===== src/aesd_pkg.sv =====
// Package for the AES-128 block decryptor: types, S-box tables and GF(2^8) helpers.
// Depends on nothing; used by every module under src.
package aesd_pkg;

	localparam int unsigned HALF_W  = 64;
	localparam int unsigned BLOCK_W = 128;
	localparam int unsigned NROUNDS = 10;

	// Configuration register indexes.
	localparam logic [0:0] REG_KEY_UPPER = 1'b0;
	localparam logic [0:0] REG_KEY_LOWER = 1'b1;

	// One classified block passed from the front to the back.
	typedef struct packed {
		logic [BLOCK_W-1:0] block;
	} blk_t;

	// Inverse S-box as a function over a constant table.
	function automatic logic [7:0] inv_sbox(input logic [7:0] x);
		logic [7:0] tbl [256];
		tbl = '{
		8'h52,8'h09,8'h6a,8'hd5,8'h30,8'h36,8'ha5,8'h38,8'hbf,8'h40,8'ha3,8'h9e,8'h81,8'hf3,8'hd7,8'hfb,
		8'h7c,8'he3,8'h39,8'h82,8'h9b,8'h2f,8'hff,8'h87,8'h34,8'h8e,8'h43,8'h44,8'hc4,8'hde,8'he9,8'hcb,
		8'h54,8'h7b,8'h94,8'h32,8'ha6,8'hc2,8'h23,8'h3d,8'hee,8'h4c,8'h95,8'h0b,8'h42,8'hfa,8'hc3,8'h4e,
		8'h08,8'h2e,8'ha1,8'h66,8'h28,8'hd9,8'h24,8'hb2,8'h76,8'h5b,8'ha2,8'h49,8'h6d,8'h8b,8'hd1,8'h25,
		8'h72,8'hf8,8'hf6,8'h64,8'h86,8'h68,8'h98,8'h16,8'hd4,8'ha4,8'h5c,8'hcc,8'h5d,8'h65,8'hb6,8'h92,
		8'h6c,8'h70,8'h48,8'h50,8'hfd,8'hed,8'hb9,8'hda,8'h5e,8'h15,8'h46,8'h57,8'ha7,8'h8d,8'h9d,8'h84,
		8'h90,8'hd8,8'hab,8'h00,8'h8c,8'hbc,8'hd3,8'h0a,8'hf7,8'he4,8'h58,8'h05,8'hb8,8'hb3,8'h45,8'h06,
		8'hd0,8'h2c,8'h1e,8'h8f,8'hca,8'h3f,8'h0f,8'h02,8'hc1,8'haf,8'hbd,8'h03,8'h01,8'h13,8'h8a,8'h6b,
		8'h3a,8'h91,8'h11,8'h41,8'h4f,8'h67,8'hdc,8'hea,8'h97,8'hf2,8'hcf,8'hce,8'hf0,8'hb4,8'he6,8'h73,
		8'h96,8'hac,8'h74,8'h22,8'he7,8'had,8'h35,8'h85,8'he2,8'hf9,8'h37,8'he8,8'h1c,8'h75,8'hdf,8'h6e,
		8'h47,8'hf1,8'h1a,8'h71,8'h1d,8'h29,8'hc5,8'h89,8'h6f,8'hb7,8'h62,8'h0e,8'haa,8'h18,8'hbe,8'h1b,
		8'hfc,8'h56,8'h3e,8'h4b,8'hc6,8'hd2,8'h79,8'h20,8'h9a,8'hdb,8'hc0,8'hfe,8'h78,8'hcd,8'h5a,8'hf4,
		8'h1f,8'hdd,8'ha8,8'h33,8'h88,8'h07,8'hc7,8'h31,8'hb1,8'h12,8'h10,8'h59,8'h27,8'h80,8'hec,8'h5f,
		8'h60,8'h51,8'h7f,8'ha9,8'h19,8'hb5,8'h4a,8'h0d,8'h2d,8'he5,8'h7a,8'h9f,8'h93,8'hc9,8'h9c,8'hef,
		8'ha0,8'he0,8'h3b,8'h4d,8'hae,8'h2a,8'hf5,8'hb0,8'hc8,8'heb,8'hbb,8'h3c,8'h83,8'h53,8'h99,8'h61,
		8'h17,8'h2b,8'h04,8'h7e,8'hba,8'h77,8'hd6,8'h26,8'he1,8'h69,8'h14,8'h63,8'h55,8'h21,8'h0c,8'h7d};
		return tbl[x];
	endfunction

	// Forward S-box for key expansion, as a constant table.
	function automatic logic [7:0] fwd_sbox(input logic [7:0] x);
		logic [7:0] tbl [256];
		tbl = '{
		8'h63,8'h7c,8'h77,8'h7b,8'hf2,8'h6b,8'h6f,8'hc5,8'h30,8'h01,8'h67,8'h2b,8'hfe,8'hd7,8'hab,8'h76,
		8'hca,8'h82,8'hc9,8'h7d,8'hfa,8'h59,8'h47,8'hf0,8'had,8'hd4,8'ha2,8'haf,8'h9c,8'ha4,8'h72,8'hc0,
		8'hb7,8'hfd,8'h93,8'h26,8'h36,8'h3f,8'hf7,8'hcc,8'h34,8'ha5,8'he5,8'hf1,8'h71,8'hd8,8'h31,8'h15,
		8'h04,8'hc7,8'h23,8'hc3,8'h18,8'h96,8'h05,8'h9a,8'h07,8'h12,8'h80,8'he2,8'heb,8'h27,8'hb2,8'h75,
		8'h09,8'h83,8'h2c,8'h1a,8'h1b,8'h6e,8'h5a,8'ha0,8'h52,8'h3b,8'hd6,8'hb3,8'h29,8'he3,8'h2f,8'h84,
		8'h53,8'hd1,8'h00,8'hed,8'h20,8'hfc,8'hb1,8'h5b,8'h6a,8'hcb,8'hbe,8'h39,8'h4a,8'h4c,8'h58,8'hcf,
		8'hd0,8'hef,8'haa,8'hfb,8'h43,8'h4d,8'h33,8'h85,8'h45,8'hf9,8'h02,8'h7f,8'h50,8'h3c,8'h9f,8'ha8,
		8'h51,8'ha3,8'h40,8'h8f,8'h92,8'h9d,8'h38,8'hf5,8'hbc,8'hb6,8'hda,8'h21,8'h10,8'hff,8'hf3,8'hd2,
		8'hcd,8'h0c,8'h13,8'hec,8'h5f,8'h97,8'h44,8'h17,8'hc4,8'ha7,8'h7e,8'h3d,8'h64,8'h5d,8'h19,8'h73,
		8'h60,8'h81,8'h4f,8'hdc,8'h22,8'h2a,8'h90,8'h88,8'h46,8'hee,8'hb8,8'h14,8'hde,8'h5e,8'h0b,8'hdb,
		8'he0,8'h32,8'h3a,8'h0a,8'h49,8'h06,8'h24,8'h5c,8'hc2,8'hd3,8'hac,8'h62,8'h91,8'h95,8'he4,8'h79,
		8'he7,8'hc8,8'h37,8'h6d,8'h8d,8'hd5,8'h4e,8'ha9,8'h6c,8'h56,8'hf4,8'hea,8'h65,8'h7a,8'hae,8'h08,
		8'hba,8'h78,8'h25,8'h2e,8'h1c,8'ha6,8'hb4,8'hc6,8'he8,8'hdd,8'h74,8'h1f,8'h4b,8'hbd,8'h8b,8'h8a,
		8'h70,8'h3e,8'hb5,8'h66,8'h48,8'h03,8'hf6,8'h0e,8'h61,8'h35,8'h57,8'hb9,8'h86,8'hc1,8'h1d,8'h9e,
		8'he1,8'hf8,8'h98,8'h11,8'h69,8'hd9,8'h8e,8'h94,8'h9b,8'h1e,8'h87,8'he9,8'hce,8'h55,8'h28,8'hdf,
		8'h8c,8'ha1,8'h89,8'h0d,8'hbf,8'he6,8'h42,8'h68,8'h41,8'h99,8'h2d,8'h0f,8'hb0,8'h54,8'hbb,8'h16};
		return tbl[x];
	endfunction

	// Multiply by x in GF(2^8).
	function automatic logic [7:0] xt(input logic [7:0] v);
		return {v[6:0], 1'b0} ^ (v[7] ? 8'h1b : 8'h00);
	endfunction

	// Inverse mix of one column; byte 0 is the most significant.
	function automatic logic [31:0] inv_mix_col(input logic [31:0] c);
		logic [7:0] a [4];
		logic [7:0] x2 [4];
		logic [7:0] x4 [4];
		logic [7:0] x8 [4];
		logic [7:0] m9 [4];
		logic [7:0] mb [4];
		logic [7:0] md [4];
		logic [7:0] me [4];
		for (int i = 0; i < 4; i++) begin
			a[i]  = c[31-8*i -: 8];
			x2[i] = xt(a[i]);
			x4[i] = xt(x2[i]);
			x8[i] = xt(x4[i]);
			m9[i] = x8[i] ^ a[i];
			mb[i] = x8[i] ^ x2[i] ^ a[i];
			md[i] = x8[i] ^ x4[i] ^ a[i];
			me[i] = x8[i] ^ x4[i] ^ x2[i];
		end
		return {me[0] ^ mb[1] ^ md[2] ^ m9[3],
			m9[0] ^ me[1] ^ mb[2] ^ md[3],
			md[0] ^ m9[1] ^ me[2] ^ mb[3],
			mb[0] ^ md[1] ^ m9[2] ^ me[3]};
	endfunction

endpackage


===== src/aesd_keys.sv =====
// Key schedule: holds the key registers and expands one round key per cycle after reset or a write.
// Depends on aesd_pkg.
module aesd_keys (
	input  logic         clk,
	input  logic         arst_n,
	input  logic         cfg_valid,
	output logic         cfg_ready,
	input  logic [0:0]   cfg_index,
	input  logic [63:0]  cfg_data,
	output logic [127:0] rk [11],
	output logic         keys_ready
);
	import aesd_pkg::*;

	logic [127:0] rk_q [11];
	logic [3:0]   step_q;
	logic         busy_q;
	logic [7:0]   rc_q;
	logic [127:0] prev;
	logic [31:0]  t;
	logic [31:0]  w0, w1, w2, w3;
	logic [63:0]  ku, kl;

	assign cfg_ready  = 1'b1;
	assign rk         = rk_q;
	assign keys_ready = !busy_q;

	// Next round key from the previous one.
	always_comb begin
		prev = rk_q[step_q - 4'd1];
		t    = {fwd_sbox(prev[23:16]), fwd_sbox(prev[15:8]), fwd_sbox(prev[7:0]),
			fwd_sbox(prev[31:24])} ^ {rc_q, 24'h0};
		w0   = prev[127:96] ^ t;
		w1   = prev[95:64] ^ w0;
		w2   = prev[63:32] ^ w1;
		w3   = prev[31:0] ^ w2;
		ku   = (cfg_index == REG_KEY_UPPER) ? cfg_data : rk_q[0][127:64];
		kl   = (cfg_index == REG_KEY_LOWER) ? cfg_data : rk_q[0][63:0];
	end

	// Round key 0 is the key itself; a write restarts the expansion.
	always_ff @(posedge clk or negedge arst_n) begin
		if (!arst_n) begin
			for (int i = 0; i < 11; i++) rk_q[i] <= '0;
			step_q <= 4'd1;
			busy_q <= 1'b1;
			rc_q   <= 8'h01;
		end else if (cfg_valid) begin
			rk_q[0] <= {ku, kl};
			step_q  <= 4'd1;
			busy_q  <= 1'b1;
			rc_q    <= 8'h01;
		end else if (busy_q) begin
			rk_q[step_q] <= {w0, w1, w2, w3};
			rc_q         <= xt(rc_q);
			step_q       <= step_q + 4'd1;
			if (step_q == 4'(NROUNDS)) busy_q <= 1'b0;
		end
	end
endmodule


===== config.mk =====
export PLATFORM = sky130hd
export DESIGN_NAME = aesd_keys
export DESIGN_NICKNAME = d
export VERILOG_FILES = /design/src/aesd_pkg.sv /design/src/aesd_keys.sv
export SDC_FILE = /design/constraint.sdc
export NUM_CORES = 2
export LEC_CHECK = 0
export ABC_AREA = 0
export BUFFER_PORTS_ARGS = -buffer_cell sky130_fd_sc_hd__buf_2
export CORE_AREA = 8 8 566 568
export DETAILED_ROUTE_END_ITERATION = 8
export DIE_AREA = 0 0 574 576
export PLACE_DENSITY = 0.47
export SYNTH_ARGS = -nofsm -noshare
export SYNTH_HDL_FRONTEND = slang
export SYNTH_SLANG_ARGS = --single-unit

===== constraint.sdc =====
create_clock -name clk -period 8.7 [get_ports clk]
set_input_delay 1.74 -clock clk [delete_from_list [all_inputs] [get_ports clk]]
set_output_delay 1.74 -clock clk [all_outputs]
set_load 0.05 [all_outputs]

After elaboration in Yosys (flattened, before gate mapping)
Memory sizes are Yosys's and may differ from the RTL's. Cells that the tools add are included.

Input port bits: 68. Memories kept: 4. Register bits: 1421. Logic and storage cells: 76. Memory bits (read-only): 8192.

Reductions and logical operators: 6. $lt $le $gt $ge: 7. Muxes and demuxes: 26. Equal/unequal tests: 3. Bitwise logic cells: 13. Add/sub/neg operators: 2.

Memory list: (name not given) (depth 256, width 8, rd ports 1, clocked after memory_dff 0, write ports 0, line aesd_pkg.sv:61) `return tbl[x];`; (name not given) (depth 256, width 8, rd ports 1, clocked after memory_dff 0, write ports 0, line aesd_pkg.sv:61); (name not given) (depth 256, width 8, rd ports 1, clocked after memory_dff 0, write ports 0, line aesd_pkg.sv:61); (name not given) (depth 256, width 8, rd ports 1, clocked after memory_dff 0, write ports 0, line aesd_pkg.sv:61).

Operators with widths (count): bitwise mux 1408 bit (1); 2-to-1 mux 1408 bit (1); binary-select mux 128 bit (select 4 bit) (1); demux 128 bit (select 4 bit) (1); 2-to-1 mux 128 bit (4); bitwise XOR 32 bit (5); 2-to-1 mux 64 bit (2); 2-to-1 mux 8 bit (10); >= comparator 9 bit, second input constant (4); NOT 8 -> 9 bit (4); >= comparator 5 bit, second input constant (2); NOT 4 -> 5 bit (2); 2-to-1 mux 4 bit (2); bitwise XOR 8 x 5 -> 8 bit (1); AND reduction 2 bit (3); < comparator 5 x 1 -> 1 bit, second input constant (1); 2-to-1 mux 5 bit (1); adder 4 x 1 -> 4 bit, second input constant (1); == test 4 bit, second input constant (1); subtractor 4 x 1 -> 4 bit, second input constant (1); 2-to-1 mux 1 bit (3); inequality test 2 x 1 -> 1 bit, second input constant (1); inequality test 2 bit, second input constant (1); nonzero test 2 bit (1); other kinds (3) (3).

Longest topological paths before layout
Depth in word-level cells: 17. Gate-level depth with buffers: 36. Gate-level depth less buffers: 20.

Least setup slack after synthesis
Ideal clock, no wire load.

Path kind: reg-to-reg. From: register step_q[0]. To: register rk_q, in the netlist rk[1086]. Setup slack: 1.386 ns. Cell stages (with the launch flop): 35. Data required time: 8.567 ns. Period minus slack after synthesis: 7.314 ns. Buffers on the path: 17. Setup time: 0.133 ns. Arrival time: 7.181 ns. Cell sequence: dfstp_2 > buf_4 > clkinv_1 > buf_2 > clkbuf_1 > buf_2 > buf_1 > clkbuf_1 > clkbuf_1 > ha_1 > buf_6 > buf_8 > buf_6 > buf_6 > buf_6 > buf_6 > mux2i_1 > a311oi_1 > nand4_1 > nand2_1 > buf_2 > buf_2 > ha_1 > clkbuf_1 > inv_1 > a211oi_2 > a211oi_1 > a311oi_1 > nor3_1 > or3_1 > a31oi_2 > xnor2_2 > xor2_1 > clkbuf_1 > o21ai_0.

Longest elaborated chain between the ends: 14. Elaborated cells between the ends (all ways): 20. Classes of those cells: 1 x add/sub; 2 x order compare; 8 x mux; 7 x bitwise; 1 x reduce/logical; 1 x memory.

RTL lines: start, declared (line aesd_keys.sv:16) `logic [3:0] step_q;`; start signal, assigned (line aesd_keys.sv:56) `step_q <= step_q + 4'd1;`; subtractor 4 x 1 -> 4 bit (line aesd_keys.sv:30) `prev = rk_q[step_q - 4'd1];`; NOT 4 -> 5 bit (not written as such) (line aesd_keys.sv:30); binary-select mux 128 bit (select 4 bit) (line aesd_keys.sv:30); 2-to-1 mux 128 bit (not written as such) (2 in series) (line aesd_keys.sv:30); NOT 8 -> 9 bit (not written as such) (line aesd_pkg.sv:61); memory read (256 x 8 bit); 2-to-1 mux 8 bit (not written as such) (2 in series) (line aesd_pkg.sv:61); bitwise XOR 32 bit (line aesd_keys.sv:32) `fwd_sbox(prev[31:24])} ^ {rc_q, 24'h0};`; bitwise XOR 32 bit (line aesd_keys.sv:33) `w0 = prev[127:96] ^ t;`; bitwise XOR 32 bit (line aesd_keys.sv:34) `w1 = prev[95:64] ^ w0;`; bitwise XOR 32 bit (line aesd_keys.sv:35) `w2 = prev[63:32] ^ w1;`; bitwise mux 1408 bit * (line aesd_keys.sv:54) `rk_q[step_q] <= {w0, w1, w2, w3};`; end signal, assigned by index (line aesd_keys.sv:54); end, declared (line aesd_keys.sv:15) `logic [127:0] rk_q [11];`.

Mark *: on every way between the ends. The rest lies on a longest branch, timed or not. The select of a mux whose other input is x is not followed. A chain may end at the register's enable or synchronous reset.

Worst setup path in the final report
From: register step_q[0]. To: register rk_q, in the netlist rk[896].

Longest elaborated chain between the ends: 15. Elaborated cells between the ends (all ways): 21. Classes of those cells: 1 x add/sub; 2 x order compare; 8 x mux; 8 x bitwise; 1 x reduce/logical; 1 x memory.

RTL lines: subtractor 4 x 1 -> 4 bit (line aesd_keys.sv:30); NOT 4 -> 5 bit (not written as such) (line aesd_keys.sv:30); binary-select mux 128 bit (select 4 bit) (line aesd_keys.sv:30); 2-to-1 mux 128 bit (not written as such) (2 in series) (line aesd_keys.sv:30); NOT 8 -> 9 bit (not written as such) (line aesd_pkg.sv:61); memory read (256 x 8 bit); 2-to-1 mux 8 bit (not written as such) (2 in series) (line aesd_pkg.sv:61); bitwise XOR 32 bit (line aesd_keys.sv:32); bitwise XOR 32 bit (line aesd_keys.sv:33); bitwise XOR 32 bit (line aesd_keys.sv:34); bitwise XOR 32 bit (line aesd_keys.sv:35); bitwise XOR 32 bit (line aesd_keys.sv:36) `w3 = prev[31:0] ^ w2;`; bitwise mux 1408 bit * (line aesd_keys.sv:54).

Marked as above.

==> run summary <==
In the final timing run, aggregate negative setup slack is 0 ps. The initial antenna violation count came to between 50 and 60. The number of cells on the worst hold path is 2. The worst-case register-to-register setup slack is 570 ps. In the final routed layout, each cell accounts on average for 43.0 µm. The biggest cell delay along the critical path came out at roughly 860 ps. The register bit count reported by yosys is ~1400.

In this run the clock root is driven by a clkbuf_16. In the finished design, the share of the clock period the worst path needs comes to 0.935. The worst-case headroom to the max-slew limit came out at 0.0301. The total wire length is between 600000 and 700000 µm. The signal on the critical path passes through inv_6, ha_4, buf_12, buf_4, mux2i_1, nand3_1, and2_1, a21oi_4, buf_4, buf_4, nor3_1, a221oi_1, o31ai_1, nor4_1, o21ai_2, xor2_1, nor3_1, a211oi_2, o21ai_0.

The total global routing overflow is 0. Setup repair after global routing left no endpoint under its margin. During synthesis, Yosys emitted a total of 0 warnings. Compared with the post-synthesis result, the final layout area differs by 24.6%. Max-cap violations in this run came to 0.

The worst setup skew after layout came out at about 140 ps. Derived from the worst setup path, the maximum achievable clock frequency is roughly 120 MHz. TritonCTS built the clock tree.

The worst hold path terminates at rk[1258]$_DFFE_PN0P_. Along the worst path, the maximum fanout reaches 52. In this run the critical register-to-register path is launched from step_q[0]$_DFFE_PN1P_. For this run, the total global-route usage over all layers was measured as 0.356. Once the clock tree was built, the resizer swapped 0 gates to a different size. The via count of the first global-routing pass came out at between 70000 and 80000.

The clock passes through at most 4 buffers. The number of DRC markers after the initial detailed-route iteration came out at about 10000. The most common library cell in the layout ignoring fill and taps is nand2_1. In the post-synthesis netlist, the biggest area contributors are dfrtp_1 44%, o21ai_0 9.3%, nand2_1 8.4%. The buffers inserted during post-CTS setup optimization came out at 0.

The number of failing setup endpoints in the final timing report came out at 0. The endpoint kind of the worst setup timing path is a flop. The final number of hold-violating endpoints is 0. The global-route met3 utilization came out at 0.109. The endpoint identified for the worst register-to-register timing path is rk[896]$_DFFE_PN0P_. The H-tree level count came out at 4. The synthesized area is around 0.080 mm². After global routing, the most crowded layer is met2. The cell that appears most often on the critical path is buf_4.

When the netlist entered floorplanning its net count stood at ~9000. The count of input and output buffers is approximately 1500. The post-detailed-route count of antenna-violating nets is 0. The detailed-placement wirelength estimate came out at around 480000 µm.

The flip-flop cell with the highest count after synthesis is dfrtp_1. The footprint of the multi-input gates came out at about 0.041 mm². The clock insertion delay at the later pin of the skew report came out at 930 ps. In this run the most critical hold path is launched from rk[1258]$_DFFE_PN0P_. The critical path is of the flop to flop type. The number of buffers inserted by hold repair at cts came out at 0. The fraction of met2 tracks used by global routing is 0.550. The total DRC errors in the routed layout came out at 0. The floorplan step set the die width to about 570 µm. The cell count after synthesis came out at between 8000 and 9000. The maximum number of pins on one net before global-route repair came out at 167. The clock net in this run drives a total of 1421 sinks.

The slew of the pin with the lowest slew margin is ~1400 ps. The share of cells above drive strength 1 came out at 0.273. The area enclosed by the die boundary is approximately 0.33 mm².

Hold is met by roughly 490 ps. The ratio of routed vias to standard cells is 5.88. The worst hold path belongs to the class flop to flop. The final core utilization came out at 0.322. The number of inserted filler cells in the final layout came out at approximately 33000. Measured in cells, the most critical reg-to-reg path has a length of 19. In the layout the commonest cells are 1799 x nand2_1, 1475 x o21ai_0, 1475 x buf_2, 1418 x dfrtp_1, 464 x buf_4. Of the synthesized area, sequential elements account for 0.443. The height of the die is between 500 and 600 µm. The first-pass GRT wire length is 810000 µm. After clock tree synthesis, the clock-pin slew on the worst setup and hold paths is around 60 ps. Of the post-synthesis cell area, the dominant cell type holds 0.442. The final weighted congestion in routability-driven placement came out at between 0.9 and 1.

The number of buffers created by CTS is 176. The initial core utilization is 0.258. The proportion of register bits with asynchronous set or reset after synthesis is 1.00. The flow ran to the end, and the final reports show no timing, DRC or antenna violations. Pin placement for this block handled approximately 1500 I/O pins. The via total after detailed routing came out at around 84000.

The post-synthesis average cell area is between 9 and 10 µm². The floorplan has just over 200 rows. Counting flops with a built-in enable in the synthesized netlist gives 0. For this design, the slowest cell found on the critical path is nor4_1. The sequential cell area is between 0.03 and 0.04 mm². The placeable core region is 0.311 mm². The post-layout minimum cycle time is ~8100 ps.

The number of detailed-route iterations in the first pass is 6. The number of distinct standard cells referenced by the synthesized netlist is roughly 110. Data arrives at the worst endpoint at just under 9000 ps. The final number of max-transition violations was 0. The required time at the endpoint of the critical path came out at around 9400 ps.

The synthesized design spends more area on one cell type than any other, namely dfrtp_1. The startpoint type of the worst setup path is a flop. In the global route stage, met1 resource usage came out at 0.451. The total number of nets in the final design is just over 10000.
## kinds of logic after synthesis
logic type | count (synthesis) | share of synthesized area
AO/OA/AOI/OAI | 3021 | 0.233
AND/OR/NAND/NOR | 2670 | 0.138
flip-flops | 1421 | 0.443
buffers and inverters | 991 | 0.0565
multiplexers | 472 | 0.0952
XOR/XNOR | 214 | 0.0252
adder cells (fa/ha/maj) | 60 | 0.00935
other | 1 | 0.0000467
## critical path: cells and delay by family, from the launching register on
family                     cells  cell delay, ps
DFF                            1             800
muxes                          1             260
buffers and inverters          5            1470
and+or+nand+nor                5            1840
AOI/OAI and AO/OA              6            2340
xor gates and xnor gates       1             640
adders and majority gates      1             490
## final cells by class
type,count,area share
Multi-Input combinational cell,6438,0.414
Sequential cell,1421,0.355
Timing Repair Buffer,1977,0.116
Tap cell,4140,0.0518
Clock buffer,259,0.0517
Clock inverter,58,0.00826
Inverter,50,0.00195
Antenna cell,23,0.000575
## sequential cells by signal, summed over array words and instances (netlist names)
register and count:
rk 1408, rc_q 8, step_q 4, busy_q 1
## worst max path at each step
stage	start	end	slack [ps]	cells past startpoint
after floorplan	step_q[0]$_DFFE_PN1P_	rk[1086]$_DFFE_PN0P_	1390	34
after global placement	step_q[0]$_DFFE_PN1P_	rk[1280]$_DFFE_PN0P_	690	19
after detailed placement	step_q[0]$_DFFE_PN1P_	rk[1287]$_DFFE_PN0P_	790	21
after CTS	step_q[0]$_DFFE_PN1P_	rk[1287]$_DFFE_PN0P_	790	21
after global routing	step_q[0]$_DFFE_PN1P_	rk[128]$_DFFE_PN0P_	390	19
final	step_q[0]$_DFFE_PN1P_	rk[896]$_DFFE_PN0P_	570	19
## per-stage QoR
stage	area, µm²	worst slack (ps)	cells
after floorplan	80300	1390	8850
after global placement	94000	688	14000
after detailed placement	94000	786	14000
after CTS	100000	790	14300
after global routing	100000	390	14300
final	100000	568	14400
## synthesized netlist by cell type, types with 22 or more instances
master and n:
nand2_1 1806, o311ai_0 51, ha_1 60, nor2_1 307, o31ai_1 41, o21ai_0 1488, o2111ai_1 22, nor3_1 158
nand3_1 209, buf_1 39, buf_6 28, and3_1 23, nand4_1 31, xnor2_1 119, inv_1 39, a22oi_1 102
o221ai_1 34, buf_2 214, o211ai_1 153, a221oi_1 85, mux4_2 226, clkbuf_1 575, a31oi_1 127, xor2_1 78
o22ai_1 79, mux2_2 74, a2111oi_0 26, buf_4 81, a211oi_1 110, o21ai_1 64, a311oi_1 56, a21oi_1 305
dfrtp_1 1418, mux2i_1 172
## routing by layer
metal | vias to the layer above | routed length, µm
li1 | 34600 | -
met1 | 43800 | 245000
met2 | 5093 | 271000
met3 | 923 | 60900
met4 | 20 | 39800
met5 | - | 130
Power is left out: the tool's default activity adds up to more than one toggle a clock period on the data nets, which glitch-free logic cannot reach.
