--- src/aesd_pkg.sv ---
// Package for the AES-128 block decryptor: types, S-box tables and GF(2^8) helpers.
// Depends on nothing; used by every module under src.
package aesd_pkg;

	localparam int unsigned HALF_W  = 64;
	localparam int unsigned BLOCK_W = 128;
	localparam int unsigned NROUNDS = 10;

	// Configuration register indexes.
	localparam logic [0:0] REG_KEY_UPPER = 1'b0;
	localparam logic [0:0] REG_KEY_LOWER = 1'b1;

	// One classified block passed from the front to the back.
	typedef struct packed {
		logic [BLOCK_W-1:0] block;
	} blk_t;

	// Inverse S-box as a function over a constant table.
	function automatic logic [7:0] inv_sbox(input logic [7:0] x);
		logic [7:0] tbl [256];
		tbl = '{
		8'h52,8'h09,8'h6a,8'hd5,8'h30,8'h36,8'ha5,8'h38,8'hbf,8'h40,8'ha3,8'h9e,8'h81,8'hf3,8'hd7,8'hfb,
		8'h7c,8'he3,8'h39,8'h82,8'h9b,8'h2f,8'hff,8'h87,8'h34,8'h8e,8'h43,8'h44,8'hc4,8'hde,8'he9,8'hcb,
		8'h54,8'h7b,8'h94,8'h32,8'ha6,8'hc2,8'h23,8'h3d,8'hee,8'h4c,8'h95,8'h0b,8'h42,8'hfa,8'hc3,8'h4e,
		8'h08,8'h2e,8'ha1,8'h66,8'h28,8'hd9,8'h24,8'hb2,8'h76,8'h5b,8'ha2,8'h49,8'h6d,8'h8b,8'hd1,8'h25,
		8'h72,8'hf8,8'hf6,8'h64,8'h86,8'h68,8'h98,8'h16,8'hd4,8'ha4,8'h5c,8'hcc,8'h5d,8'h65,8'hb6,8'h92,
		8'h6c,8'h70,8'h48,8'h50,8'hfd,8'hed,8'hb9,8'hda,8'h5e,8'h15,8'h46,8'h57,8'ha7,8'h8d,8'h9d,8'h84,
		8'h90,8'hd8,8'hab,8'h00,8'h8c,8'hbc,8'hd3,8'h0a,8'hf7,8'he4,8'h58,8'h05,8'hb8,8'hb3,8'h45,8'h06,
		8'hd0,8'h2c,8'h1e,8'h8f,8'hca,8'h3f,8'h0f,8'h02,8'hc1,8'haf,8'hbd,8'h03,8'h01,8'h13,8'h8a,8'h6b,
		8'h3a,8'h91,8'h11,8'h41,8'h4f,8'h67,8'hdc,8'hea,8'h97,8'hf2,8'hcf,8'hce,8'hf0,8'hb4,8'he6,8'h73,
		8'h96,8'hac,8'h74,8'h22,8'he7,8'had,8'h35,8'h85,8'he2,8'hf9,8'h37,8'he8,8'h1c,8'h75,8'hdf,8'h6e,
		8'h47,8'hf1,8'h1a,8'h71,8'h1d,8'h29,8'hc5,8'h89,8'h6f,8'hb7,8'h62,8'h0e,8'haa,8'h18,8'hbe,8'h1b,
		8'hfc,8'h56,8'h3e,8'h4b,8'hc6,8'hd2,8'h79,8'h20,8'h9a,8'hdb,8'hc0,8'hfe,8'h78,8'hcd,8'h5a,8'hf4,
		8'h1f,8'hdd,8'ha8,8'h33,8'h88,8'h07,8'hc7,8'h31,8'hb1,8'h12,8'h10,8'h59,8'h27,8'h80,8'hec,8'h5f,
		8'h60,8'h51,8'h7f,8'ha9,8'h19,8'hb5,8'h4a,8'h0d,8'h2d,8'he5,8'h7a,8'h9f,8'h93,8'hc9,8'h9c,8'hef,
		8'ha0,8'he0,8'h3b,8'h4d,8'hae,8'h2a,8'hf5,8'hb0,8'hc8,8'heb,8'hbb,8'h3c,8'h83,8'h53,8'h99,8'h61,
		8'h17,8'h2b,8'h04,8'h7e,8'hba,8'h77,8'hd6,8'h26,8'he1,8'h69,8'h14,8'h63,8'h55,8'h21,8'h0c,8'h7d};
		return tbl[x];
	endfunction

	// Forward S-box for key expansion, as a constant table.
	function automatic logic [7:0] fwd_sbox(input logic [7:0] x);
		logic [7:0] tbl [256];
		tbl = '{
		8'h63,8'h7c,8'h77,8'h7b,8'hf2,8'h6b,8'h6f,8'hc5,8'h30,8'h01,8'h67,8'h2b,8'hfe,8'hd7,8'hab,8'h76,
		8'hca,8'h82,8'hc9,8'h7d,8'hfa,8'h59,8'h47,8'hf0,8'had,8'hd4,8'ha2,8'haf,8'h9c,8'ha4,8'h72,8'hc0,
		8'hb7,8'hfd,8'h93,8'h26,8'h36,8'h3f,8'hf7,8'hcc,8'h34,8'ha5,8'he5,8'hf1,8'h71,8'hd8,8'h31,8'h15,
		8'h04,8'hc7,8'h23,8'hc3,8'h18,8'h96,8'h05,8'h9a,8'h07,8'h12,8'h80,8'he2,8'heb,8'h27,8'hb2,8'h75,
		8'h09,8'h83,8'h2c,8'h1a,8'h1b,8'h6e,8'h5a,8'ha0,8'h52,8'h3b,8'hd6,8'hb3,8'h29,8'he3,8'h2f,8'h84,
		8'h53,8'hd1,8'h00,8'hed,8'h20,8'hfc,8'hb1,8'h5b,8'h6a,8'hcb,8'hbe,8'h39,8'h4a,8'h4c,8'h58,8'hcf,
		8'hd0,8'hef,8'haa,8'hfb,8'h43,8'h4d,8'h33,8'h85,8'h45,8'hf9,8'h02,8'h7f,8'h50,8'h3c,8'h9f,8'ha8,
		8'h51,8'ha3,8'h40,8'h8f,8'h92,8'h9d,8'h38,8'hf5,8'hbc,8'hb6,8'hda,8'h21,8'h10,8'hff,8'hf3,8'hd2,
		8'hcd,8'h0c,8'h13,8'hec,8'h5f,8'h97,8'h44,8'h17,8'hc4,8'ha7,8'h7e,8'h3d,8'h64,8'h5d,8'h19,8'h73,
		8'h60,8'h81,8'h4f,8'hdc,8'h22,8'h2a,8'h90,8'h88,8'h46,8'hee,8'hb8,8'h14,8'hde,8'h5e,8'h0b,8'hdb,
		8'he0,8'h32,8'h3a,8'h0a,8'h49,8'h06,8'h24,8'h5c,8'hc2,8'hd3,8'hac,8'h62,8'h91,8'h95,8'he4,8'h79,
		8'he7,8'hc8,8'h37,8'h6d,8'h8d,8'hd5,8'h4e,8'ha9,8'h6c,8'h56,8'hf4,8'hea,8'h65,8'h7a,8'hae,8'h08,
		8'hba,8'h78,8'h25,8'h2e,8'h1c,8'ha6,8'hb4,8'hc6,8'he8,8'hdd,8'h74,8'h1f,8'h4b,8'hbd,8'h8b,8'h8a,
		8'h70,8'h3e,8'hb5,8'h66,8'h48,8'h03,8'hf6,8'h0e,8'h61,8'h35,8'h57,8'hb9,8'h86,8'hc1,8'h1d,8'h9e,
		8'he1,8'hf8,8'h98,8'h11,8'h69,8'hd9,8'h8e,8'h94,8'h9b,8'h1e,8'h87,8'he9,8'hce,8'h55,8'h28,8'hdf,
		8'h8c,8'ha1,8'h89,8'h0d,8'hbf,8'he6,8'h42,8'h68,8'h41,8'h99,8'h2d,8'h0f,8'hb0,8'h54,8'hbb,8'h16};
		return tbl[x];
	endfunction

	// Multiply by x in GF(2^8).
	function automatic logic [7:0] xt(input logic [7:0] v);
		return {v[6:0], 1'b0} ^ (v[7] ? 8'h1b : 8'h00);
	endfunction

	// Inverse mix of one column; byte 0 is the most significant.
	function automatic logic [31:0] inv_mix_col(input logic [31:0] c);
		logic [7:0] a [4];
		logic [7:0] x2 [4];
		logic [7:0] x4 [4];
		logic [7:0] x8 [4];
		logic [7:0] m9 [4];
		logic [7:0] mb [4];
		logic [7:0] md [4];
		logic [7:0] me [4];
		for (int i = 0; i < 4; i++) begin
			a[i]  = c[31-8*i -: 8];
			x2[i] = xt(a[i]);
			x4[i] = xt(x2[i]);
			x8[i] = xt(x4[i]);
			m9[i] = x8[i] ^ a[i];
			mb[i] = x8[i] ^ x2[i] ^ a[i];
			md[i] = x8[i] ^ x4[i] ^ a[i];
			me[i] = x8[i] ^ x4[i] ^ x2[i];
		end
		return {me[0] ^ mb[1] ^ md[2] ^ m9[3],
			m9[0] ^ me[1] ^ mb[2] ^ md[3],
			md[0] ^ m9[1] ^ me[2] ^ mb[3],
			mb[0] ^ md[1] ^ m9[2] ^ me[3]};
	endfunction

endpackage

--- src/aesd_front.sv ---
// Front end: pairs the two halves of a block and pushes whole blocks into a short queue.
// Depends on aesd_pkg.
module aesd_front (
	input  logic                 clk,
	input  logic                 arst_n,
	input  logic [63:0]          cipher_half,
	input  logic                 is_second,
	input  logic                 in_valid,
	output logic                 in_ready,
	output aesd_pkg::blk_t       q_data,
	output logic                 q_valid,
	input  logic                 q_ready
);
	import aesd_pkg::*;

	logic [HALF_W-1:0] held_q;
	logic              have_first_q;
	blk_t              slot_q [2];
	logic [1:0]        cnt_q;
	logic              wr_ptr_q;
	logic              rd_ptr_q;
	logic              push;
	logic              pop;

	// Items are taken while the block queue has room.
	assign in_ready = (cnt_q != 2'd2);
	assign push     = in_valid && in_ready && is_second && have_first_q;
	assign pop      = q_valid && q_ready;
	assign q_valid  = (cnt_q != 2'd0);
	assign q_data   = slot_q[rd_ptr_q];

	// Held half and pairing flag.
	always_ff @(posedge clk or negedge arst_n) begin
		if (!arst_n) begin
			held_q       <= '0;
			have_first_q <= 1'b0;
		end else if (in_valid && in_ready) begin
			if (!is_second) begin
				held_q       <= cipher_half;
				have_first_q <= 1'b1;
			end else begin
				have_first_q <= 1'b0;
			end
		end
	end

	// Two-entry block queue.
	always_ff @(posedge clk) begin
		if (push) begin
			slot_q[wr_ptr_q].block <= {held_q, cipher_half};
		end
	end

	always_ff @(posedge clk or negedge arst_n) begin
		if (!arst_n) begin
			cnt_q    <= '0;
			wr_ptr_q <= 1'b0;
			rd_ptr_q <= 1'b0;
		end else begin
			if (push) wr_ptr_q <= ~wr_ptr_q;
			if (pop)  rd_ptr_q <= ~rd_ptr_q;
			cnt_q <= cnt_q + {1'b0, push} - {1'b0, pop};
		end
	end
endmodule

--- config.mk ---
export PLATFORM = sky130hd
export DESIGN_NAME = aesd_front
export DESIGN_NICKNAME = d
export VERILOG_FILES = /design/src/aesd_pkg.sv /design/src/aesd_front.sv
export SDC_FILE = /design/constraint.sdc
export NUM_CORES = 1
export LEC_CHECK = 0
export ABC_CLOCK_PERIOD_IN_PS = 8900
export BUFFER_PORTS_ARGS = -buffer_cell sky130_fd_sc_hd__buf_2
export CAP_MARGIN = 5
export CORE_AREA = 8 8 217 115
export DETAILED_ROUTE_END_ITERATION = 8
export DIE_AREA = 0 0 225 123
export PLACE_DENSITY_LB_ADDON = 0.3
export SETUP_SLACK_MARGIN = 0.2
export SLEW_MARGIN = 0
export SYNTH_ARGS = -nofsm -noshare
export SYNTH_HDL_FRONTEND = slang
export SYNTH_SLANG_ARGS = --single-unit
export TNS_END_PERCENT = 20
--- constraint.sdc ---
create_clock -name clk -period 8.9 [get_ports clk]
set_input_delay 0.89 -clock clk [delete_from_list [all_inputs] [get_ports clk]]
set_output_delay 0.89 -clock clk [all_outputs]
set_load 0.01 [all_outputs]
## After elaboration in Yosys (flattened, before gate mapping)

Memory sizes are Yosys's and may differ from the RTL's.
Cells that the tools add are included.

| word-level totals | value |
|---|---|
| memories kept | 1 |
| logic and storage cells | 21 |
| register bits | 69 |
| RAM bits | 256 |

Memories:

| memory | depth | width | rd ports | clocked after memory_dff | wr ports | line | RTL |
|---|---|---|---|---|---|---|---|
| slot_q | 2 | 128 | 1 | 0 | 1 | aesd_front.sv:18 | `blk_t slot_q [2];` |

| cells by class | value |
|---|---|
| mux-type cells | 3 |
| reduce and logical (&&, ||, !) cells | 6 |
| add/sub/neg operators | 2 |
| equal/unequal tests | 1 |
| bitwise gates (word level) | 3 |

Operator list:

| kind | count |
|---|---|
| logical AND 1 bit | 4 |
| 2-to-1 mux 1 bit | 3 |
| NOT 1 bit | 3 |
| adder 2 x 1 -> 2 bit | 1 |
| inequality test 2 bit (second input constant) | 1 |
| AND reduction 2 bit | 1 |
| nonzero test 2 bit | 1 |
| subtractor 2 x 1 -> 2 bit | 1 |

## Logic depth before layout (Yosys ltp)

Gate-level depths: netlist of run 1.

| depth | value |
|---|---|
| depth after elaboration | 6 |
| mapped depth | 7 |
| mapped depth without buffers | 7 |

## Worst setup path before layout of run 1

OpenSTA, ideal clock, no wires.

| timing path | value |
|---|---|
| kind | in2reg |
| from | input is_second |
| to | memory slot_q[0][0] (netlist bit), enable pin |
| stages on the path | 2 |
| data required time | 8283 ps |
| path buffers | 0 |
| path slack | 1856 ps |
| arrival time | 6427 ps |
| cells stage by stage | nand4_1 > nor2_1 |

| on the way | value |
|---|---|
| longest elaborated chain between the ends | 4 |

Ends and longest elaborated chain:

| item | line | RTL |
|---|---|---|
| from (decl) | aesd_front.sv:7 | `input logic is_second,` |
| logical AND 1 bit (2 in a row) | aesd_front.sv:27 | `assign push = in_valid && in_ready && is_second && have_first_q;` |
| 2-to-1 mux 1 bit | aesd_front.sv:49 | `if (push) begin` |
| 2-to-1 mux 1 bit (implied by the code) | aesd_front.sv:50 | `slot_q[wr_ptr_q].block <= {held_q, cipher_half};` |
| to (decl) | aesd_front.sv:18 |  |

No other way between the ends.

==> results of run 1 <==
[layer usage]
| layer | share of wire | GRT usage | up-vias | routed length [um] |
|---|---|---|---|---|
| met3 | 0.050 | 0.0417 | 26 | 1130 |
| met2 | 0.47 | 0.254 | 129 | 10600 |
| met5 | 0.00044 | 0 | - | 10 |
| li1 | - | - | 2565 | - |
| met1 | 0.47 | 0.222 | 2941 | 10600 |
| met4 | 0.011 | 0.0252 | 2 | 244 |
[cell families (layout without fill, tap and decap cells)]
| logic type | count (synthesis) | in the layout | synth area share |
|---|---|---|---|
| DFF | 325 | 325 | 0.779 |
| muxes | 192 | 192 | 0.194 |
| buffers and inverters | 23 | 258 | 0.0163 |
| and+or+nand+nor | 8 | 8 | 0.00466 |
| xor gates and xnor gates | 4 | 4 | 0.00290 |
| adders and majority gates | 2 | 2 | 0.00207 |
| AOI/OAI and AO/OA | 1 | 1 | 0.000622 |
[power groups by stage]
stage / combinational, mW / sequential (mW) / clock [mW]
finish: 1.04 / 2.17 / 1.21
global route: 1.11 / 2.20 / 1.29
CTS: 1.06 / 2.17 / 1.24
detailed placement: 1.05 / 2.20 / 0
global placement: 1.03 / 2.17 / 0
floorplan: 0.776 / 2.11 / 0
[how the worst max path moves through the flow]
stage,startpoint,slack [ns],cells past startpoint,to
after detailed placement,in_valid,5.18,5,slot_q[1][37]
after floorplan,is_second,1.86,2,slot_q[0][0]
after CTS,rd_ptr_q,4.91,3,q_data[14]
after global routing,rd_ptr_q,4.80,3,q_data[14]
final,rd_ptr_q,5.00,3,q_data[14]
after global placement,in_valid,5.26,5,slot_q[1][106]
[per-stage QoR]
stage / instance area (um^2) / utilization / worst slack (ns) / total power [mW] / hold WS [ns]
finish: 14300 / 0.645 / 5.00 / 4.41 / 0.132
CTS: 14300 / 0.645 / 4.91 / 4.47 / 0.104
detailed placement: 13300 / 0.603 / 5.18 / 3.25 / 0.454
global route: 14300 / 0.645 / 4.80 / 4.60 / 0.0993
global placement: 13300 / 0.603 / 5.26 / 3.20 / 0.447
floorplan: 12100 / - / 1.86 / 2.89 / 0.438
[cell usage in the layout, fill, tap and decap left out, types with 2 or more instances in the layout]
cell,netlist,final
ha_1,2,2
mux2_2,143,143
xnor2_1,3,3
nor2_4,0,2
edfxtp_1,256,256
clkbuf_8,0,2
clkbuf_16,0,29
mux2_4,49,49
clkinv_1,0,2
buf_2,14,197
inv_1,2,2
buf_4,0,8
clkbuf_1,1,8
clkinv_2,0,6
dfrtp_1,69,68
bufinv_16,0,3
[layout make-up]
class | instances | area, um^2
Multi-Input combinational cell | 207 | 2480
Clock inverter | 12 | 135
Inverter | 2 | 7.51
Tap cell | 307 | 384
Sequential cell | 325 | 9420
Timing Repair Buffer | 205 | 1050
Fill cell | 1502 | 7850
Clock buffer | 39 | 783
[flip-flops by register name, indices dropped and copies added, names as in the netlist]
register	flops
slot_q	256
wr_ptr_q	1
cnt_q	2
rd_ptr_q	1
held_q	64
have_first_q	1
==> qor.yml, run 1 <==
status: "finished, final reports clean"
crit_family: "buffers and inverters"
end_kind: "primary output"
syn_area_um2: 12100
pin_count: 199
r2r_start: "cnt_q[1]"
dp_cells: 1046
critPathKind: "reg -> out"
wl_per_cell_um: 20.6
cts_max_level: 1
start_kind: "flop"
cts.sinks: 325
worst_pin_slew_ns: 1.03
r2r_cells: 5
synth_area_leader_cell: "edfxtp_1"
path_cells: "buf_4 -> mux2_2 -> buf_2"
dr.pass1.iters: 4
critPathRequiredTime_ns: 8.01
grt_usage: 0.158
grt_max_degree: 71
portBuffers: 198
critPathSlowestCell: "dfrtp_4"
antenna_found_initial: 1
fmax_mhz: 256
synth_flop_cell: "edfxtp_1"
timing.final.hold_violations: 0
grt_pass1_wl_mm: 34.5
p_switching_mw: 1.17
dp_hpwl_mm: 14.2
cts_resized: 0
area_growth_pct: 18.0
final_max_slew_viol_count: 0
die_h_um: 123
instances_no_fill: 1097
postCtsSetupRepairBufs: 0
num_antenna_cells: 0
gp_congestion: 0.746
seq_area_frac_synth: 0.779
p_int_mw: 3.24
drtAntennaViolNets: 0
syn_nets: 626
irDropWorstVdd_v: 0.000169
combinationalPowerShare: 0.235
synth_top_cell_area_share: 0.636
path_max_fanout: 70
maxCapViolCount: 0
drc: 0
num-nets-final: 840
critPathBufInv: 2
cts_tree: "yes"
yosys.cell_types.count: 20
rows: 39
synth_enable_flop_cells: 256
cts-hold-fix-buffers: 0
period_minus_slack_ns: 3.90
cts_buffers: 28
min_path_type: "in -> async"
synth_cells: 555
vias: 5663
fin_tns_setup_ns: 0
synth_area_leaders: "edfxtp_1 (64%), dfrtp_1 (14%), mux2_2 (13%), mux2_4 (6.1%), buf_12 (0.83%)"
die_x_um: 225
synth.most_common_cell: "edfxtp_1"
cts_max_path_buffers: 3
seq_power_share: 0.491
finalSetupViolCount: 0
drt-initial-drc-count: 346
clock_latency_ns: 0.53
max_stage_delay_ns: 0.97
finalClockSkew_ns: 0.00860
die_area_um2: 27700
overflow: 0
crit_arrival_ns: 3.01
yosysWarningCount: 0
slew_headroom: 0.315
synthTopCellsByCount: "edfxtp_1 (256), mux2_2 (143), dfrtp_1 (69), mux2_4 (49), buf_2 (14)"
power.leakage_nw: 5.37
wirelength_mm: 22.6
grt_pass1_vias: 5962
core-area_um2: 22100
start_util: 0.546
p_per_area_nw_per_um2: 309
swShare: 0.264
viasPerCell: 5.16
ys_async_sr_fraction: 0.212
r2r_slack_ns: 5.62
clock-root-buffer: "clkbuf_16"
worst_r2r_endpoint: "slot_q[1][98]"
layout-drive-gt1-share: 0.562
ys_seq_elements: 325
avgSynthCellArea_um2: 21.8
period_share: 0.439
clk_pin_slew_ns: 0.06
rsz0062_at_grt: "false"
p_clk_frac: 0.274
(Power assumes the default switching activity.)
==> inputs of run 2 (changes only) <==
--- a/config.mk
+++ b/config.mk
@@ -5,12 +5,13 @@
 export SDC_FILE = /design/constraint.sdc
 export NUM_CORES = 1
 export LEC_CHECK = 0
-export ABC_CLOCK_PERIOD_IN_PS = 8900
+export ABC_AREA = 1
+export ABC_CLOCK_PERIOD_IN_PS = 4000
 export BUFFER_PORTS_ARGS = -buffer_cell sky130_fd_sc_hd__buf_2
 export CAP_MARGIN = 5
-export CORE_AREA = 8 8 217 115
+export CORE_AREA = 8 8 218 116
 export DETAILED_ROUTE_END_ITERATION = 8
-export DIE_AREA = 0 0 225 123
+export DIE_AREA = 0 0 226 124
 export PLACE_DENSITY_LB_ADDON = 0.3
 export SETUP_SLACK_MARGIN = 0.2
 export SLEW_MARGIN = 0
==> constraint.sdc (replaced) <==
create_clock -name clk -period 4 [get_ports clk]
set_input_delay 0.4 -clock clk [delete_from_list [all_inputs] [get_ports clk]]
set_output_delay 0.4 -clock clk [all_outputs]
set_load 0.01 [all_outputs]
==> run 2 against run 1 <==
Against the previous run:
- total power is 130% higher
- final area rose by 0.82%
- via count rose by 38%
- register-to-register slack worse by 4.3 ns
- utilization is 0.24 points higher
- sequential power increased by 120%
- global-route usage rose by 3.3 points
==> qor.yml, run 2 <==
multi_input_area_um2: 2480
nFillCells: 1717
drtAntennaViolNets: 0
synth_area_leaders: "edfxtp_1 (63%), nand2_1 (16%), dfrtp_1 (14%), nand4_1 (3.3%), buf_2 (1.2%)"
maxCapViolCount: 0
synth_enable_flop_cells: 256
critPathRequiredTime_ns: 3.60
core-area_um2: 22200
synth_top_cell_area_share: 0.629
final_cell_mix: "nand2_1 (522), edfxtp_1 (256), buf_2 (196), dfrtp_1 (68), nand4_1 (65)"
period_share: 0.802
start_util: 0.551
clk_pin_slew_ns: 0.07
area_growth_pct: 17.5
yosys.cell_types.count: 22
grt_max_degree: 96
worst_r2r_endpoint: "held_q[24]"
drt-initial-drc-count: 681
whs_path_depth: 1
fmax_mhz: 312
avgSynthCellArea_um2: 12.4
die_area_um2: 28000
synth_area_leader_cell: "edfxtp_1"
cts.sinks: 325
pin_count: 199
synth.most_common_cell: "nand2_1"
portBuffers: 198
r2r_start: "cnt_q[1]"
cts-hold-fix-buffers: 1
period_minus_slack_ns: 3.21
postCtsSetupRepairBufs: 0
num-nets-final: 1244
fin_tns_setup_ns: 0
grt_pass1_wl_mm: 42.4
wl_per_cell_um: 18.1
ys_async_sr_fraction: 0.212
ys_seq_elements: 325
syn_area_um2: 12200
die_h_um: 124
regMostFlops: "slot_q"
status: "finished, final reports clean"
clock-root-buffer: "clkbuf_16"
power.leakage_nw: 6.29
drc: 0
gp_congestion: 0.781
p_per_area_nw_per_um2: 697
dp_hpwl_mm: 16.3
grt_usage: 0.192
hold_path_end: "slot_q[1][12]"
end_kind: "primary output"
final_max_slew_viol_count: 0
cts_buffers: 28
cts_max_level: 1
seq_area_frac_synth: 0.770
wirelength_mm: 27.2
path_max_fanout: 95
crit_arrival_ns: 2.81
reg.largest.list: "slot_q (256), held_q (64), cnt_q (2)"
finalClockSkew_ns: 0.0168
largest_reg_flops: 256
finalSetupViolCount: 0
antenna_found_initial: 2
dr.pass1.iters: 5
synth_cells: 990
final_common_cell: "nand2_1"
irDropWorstVdd_v: 0.000385
start_kind: "flop"
syn_nets: 1061
cts_max_path_buffers: 3
holdWs_ns: 0.0684
cts_resized: 0
rsz0062_at_grt: "false"
synth_flop_cell: "edfxtp_1"
critPathKind: "reg -> out"
timing.final.hold_violations: 0
hold_start: "cipher_half[12]"
min_path_type: "in -> reg"
r2r_slack_ns: 1.34
yosysWarningCount: 0
clock_latency_ns: 0.54
rows: 39
power.total_mw: 10.0
seqCellArea_um2: 9420
slew_headroom: 0.292
viasPerCell: 5.19
overflow: 0
synthTopCellsByCount: "nand2_1 (522), edfxtp_1 (256), dfrtp_1 (69), nand4_1 (65), buf_2 (29)"
worst_pin_slew_ns: 1.06
r2r_cells: 5
vias: 7799
die_x_um: 226
layout-drive-gt1-share: 0.214
utilization: 0.647
grt_pass1_vias: 7819
cts_tree: "yes"
## run 2: changes by cell type after synthesis, moves of 7 or more
cell,previous run,this run
buf_2,14,29
buf_6,0,9
clkbuf_1,1,15
inv_1,2,9
mux2_2,143,0
mux2_4,49,0
nand2_1,1,522
nand4_1,1,65
## run 2: worst max-delay path by stage
stage / slack (ns) / from / endpoint
6_report: 0.79 / rd_ptr_q / q_data[97]
5_1_grt: 0.59 / rd_ptr_q / q_data[115]
4_1_cts: 0.71 / rd_ptr_q / q_data[97]
3_5_place_dp: 1.30 / rd_ptr_q / q_data[97]
3_3_place_gp: 1.30 / rd_ptr_q / q_data[97]
2_1_floorplan: 0.21 / cnt_q[1] / slot_q[0][0]
## run 2: area by class of cell
type,instances,share of cell area
sequential,325,0.655
multi-input combinational,599,0.173
timing repair buffer,210,0.0775
clock buffer,37,0.0526
tap,307,0.0267
clock inverter,15,0.0125
inverter,9,0.00287
antenna,1,0.000174
## run 2: cell families after synthesis
logic type      count (synthesis)  share of synthesized area
simple gates                  592                      0.196
flops                         325                      0.770
buf+inv                        66                     0.0292
compound gates                  3                    0.00164
xor+xnor                        2                    0.00143
fa+ha+maj                       2                    0.00205
## run 2: metal layers
layer	global-route usage	vias up	part of all wire
met5	0	-	0.00048
met4	0.0416	2	0.016
met3	0.0470	41	0.077
met2	0.303	271	0.46
met1	0.270	3762	0.45
li1	-	3723	-
## run 2: metrics by stage
stage          instance area (um^2)  cells  setup WS (ns)
6_report                      14400   1503          0.791
5_1_grt                       14400   1503          0.595
4_1_cts                       14400   1502          0.706
3_5_place_dp                  13400   1449           1.30
3_3_place_gp                  13400   1449           1.30
2_1_floorplan                 12200    990          0.206
## run 2: worst max-delay path, stage by stage (launching register included)
cell	delay, ns
dfrtp_4	0.73
inv_4	0.84
buf_4	0.37
nand2_1	0.08
nand2_1	0.07
buf_2	0.13
## run 2: power breakdown
group / internal [mW] / switching, mW / total (mW)
logic: 0.835 / 1.76 / 2.59
clock network: 1.59 / 1.16 / 2.75
registers: 4.33 / 0.352 / 4.68
total: 6.76 / 3.27 / 10.0
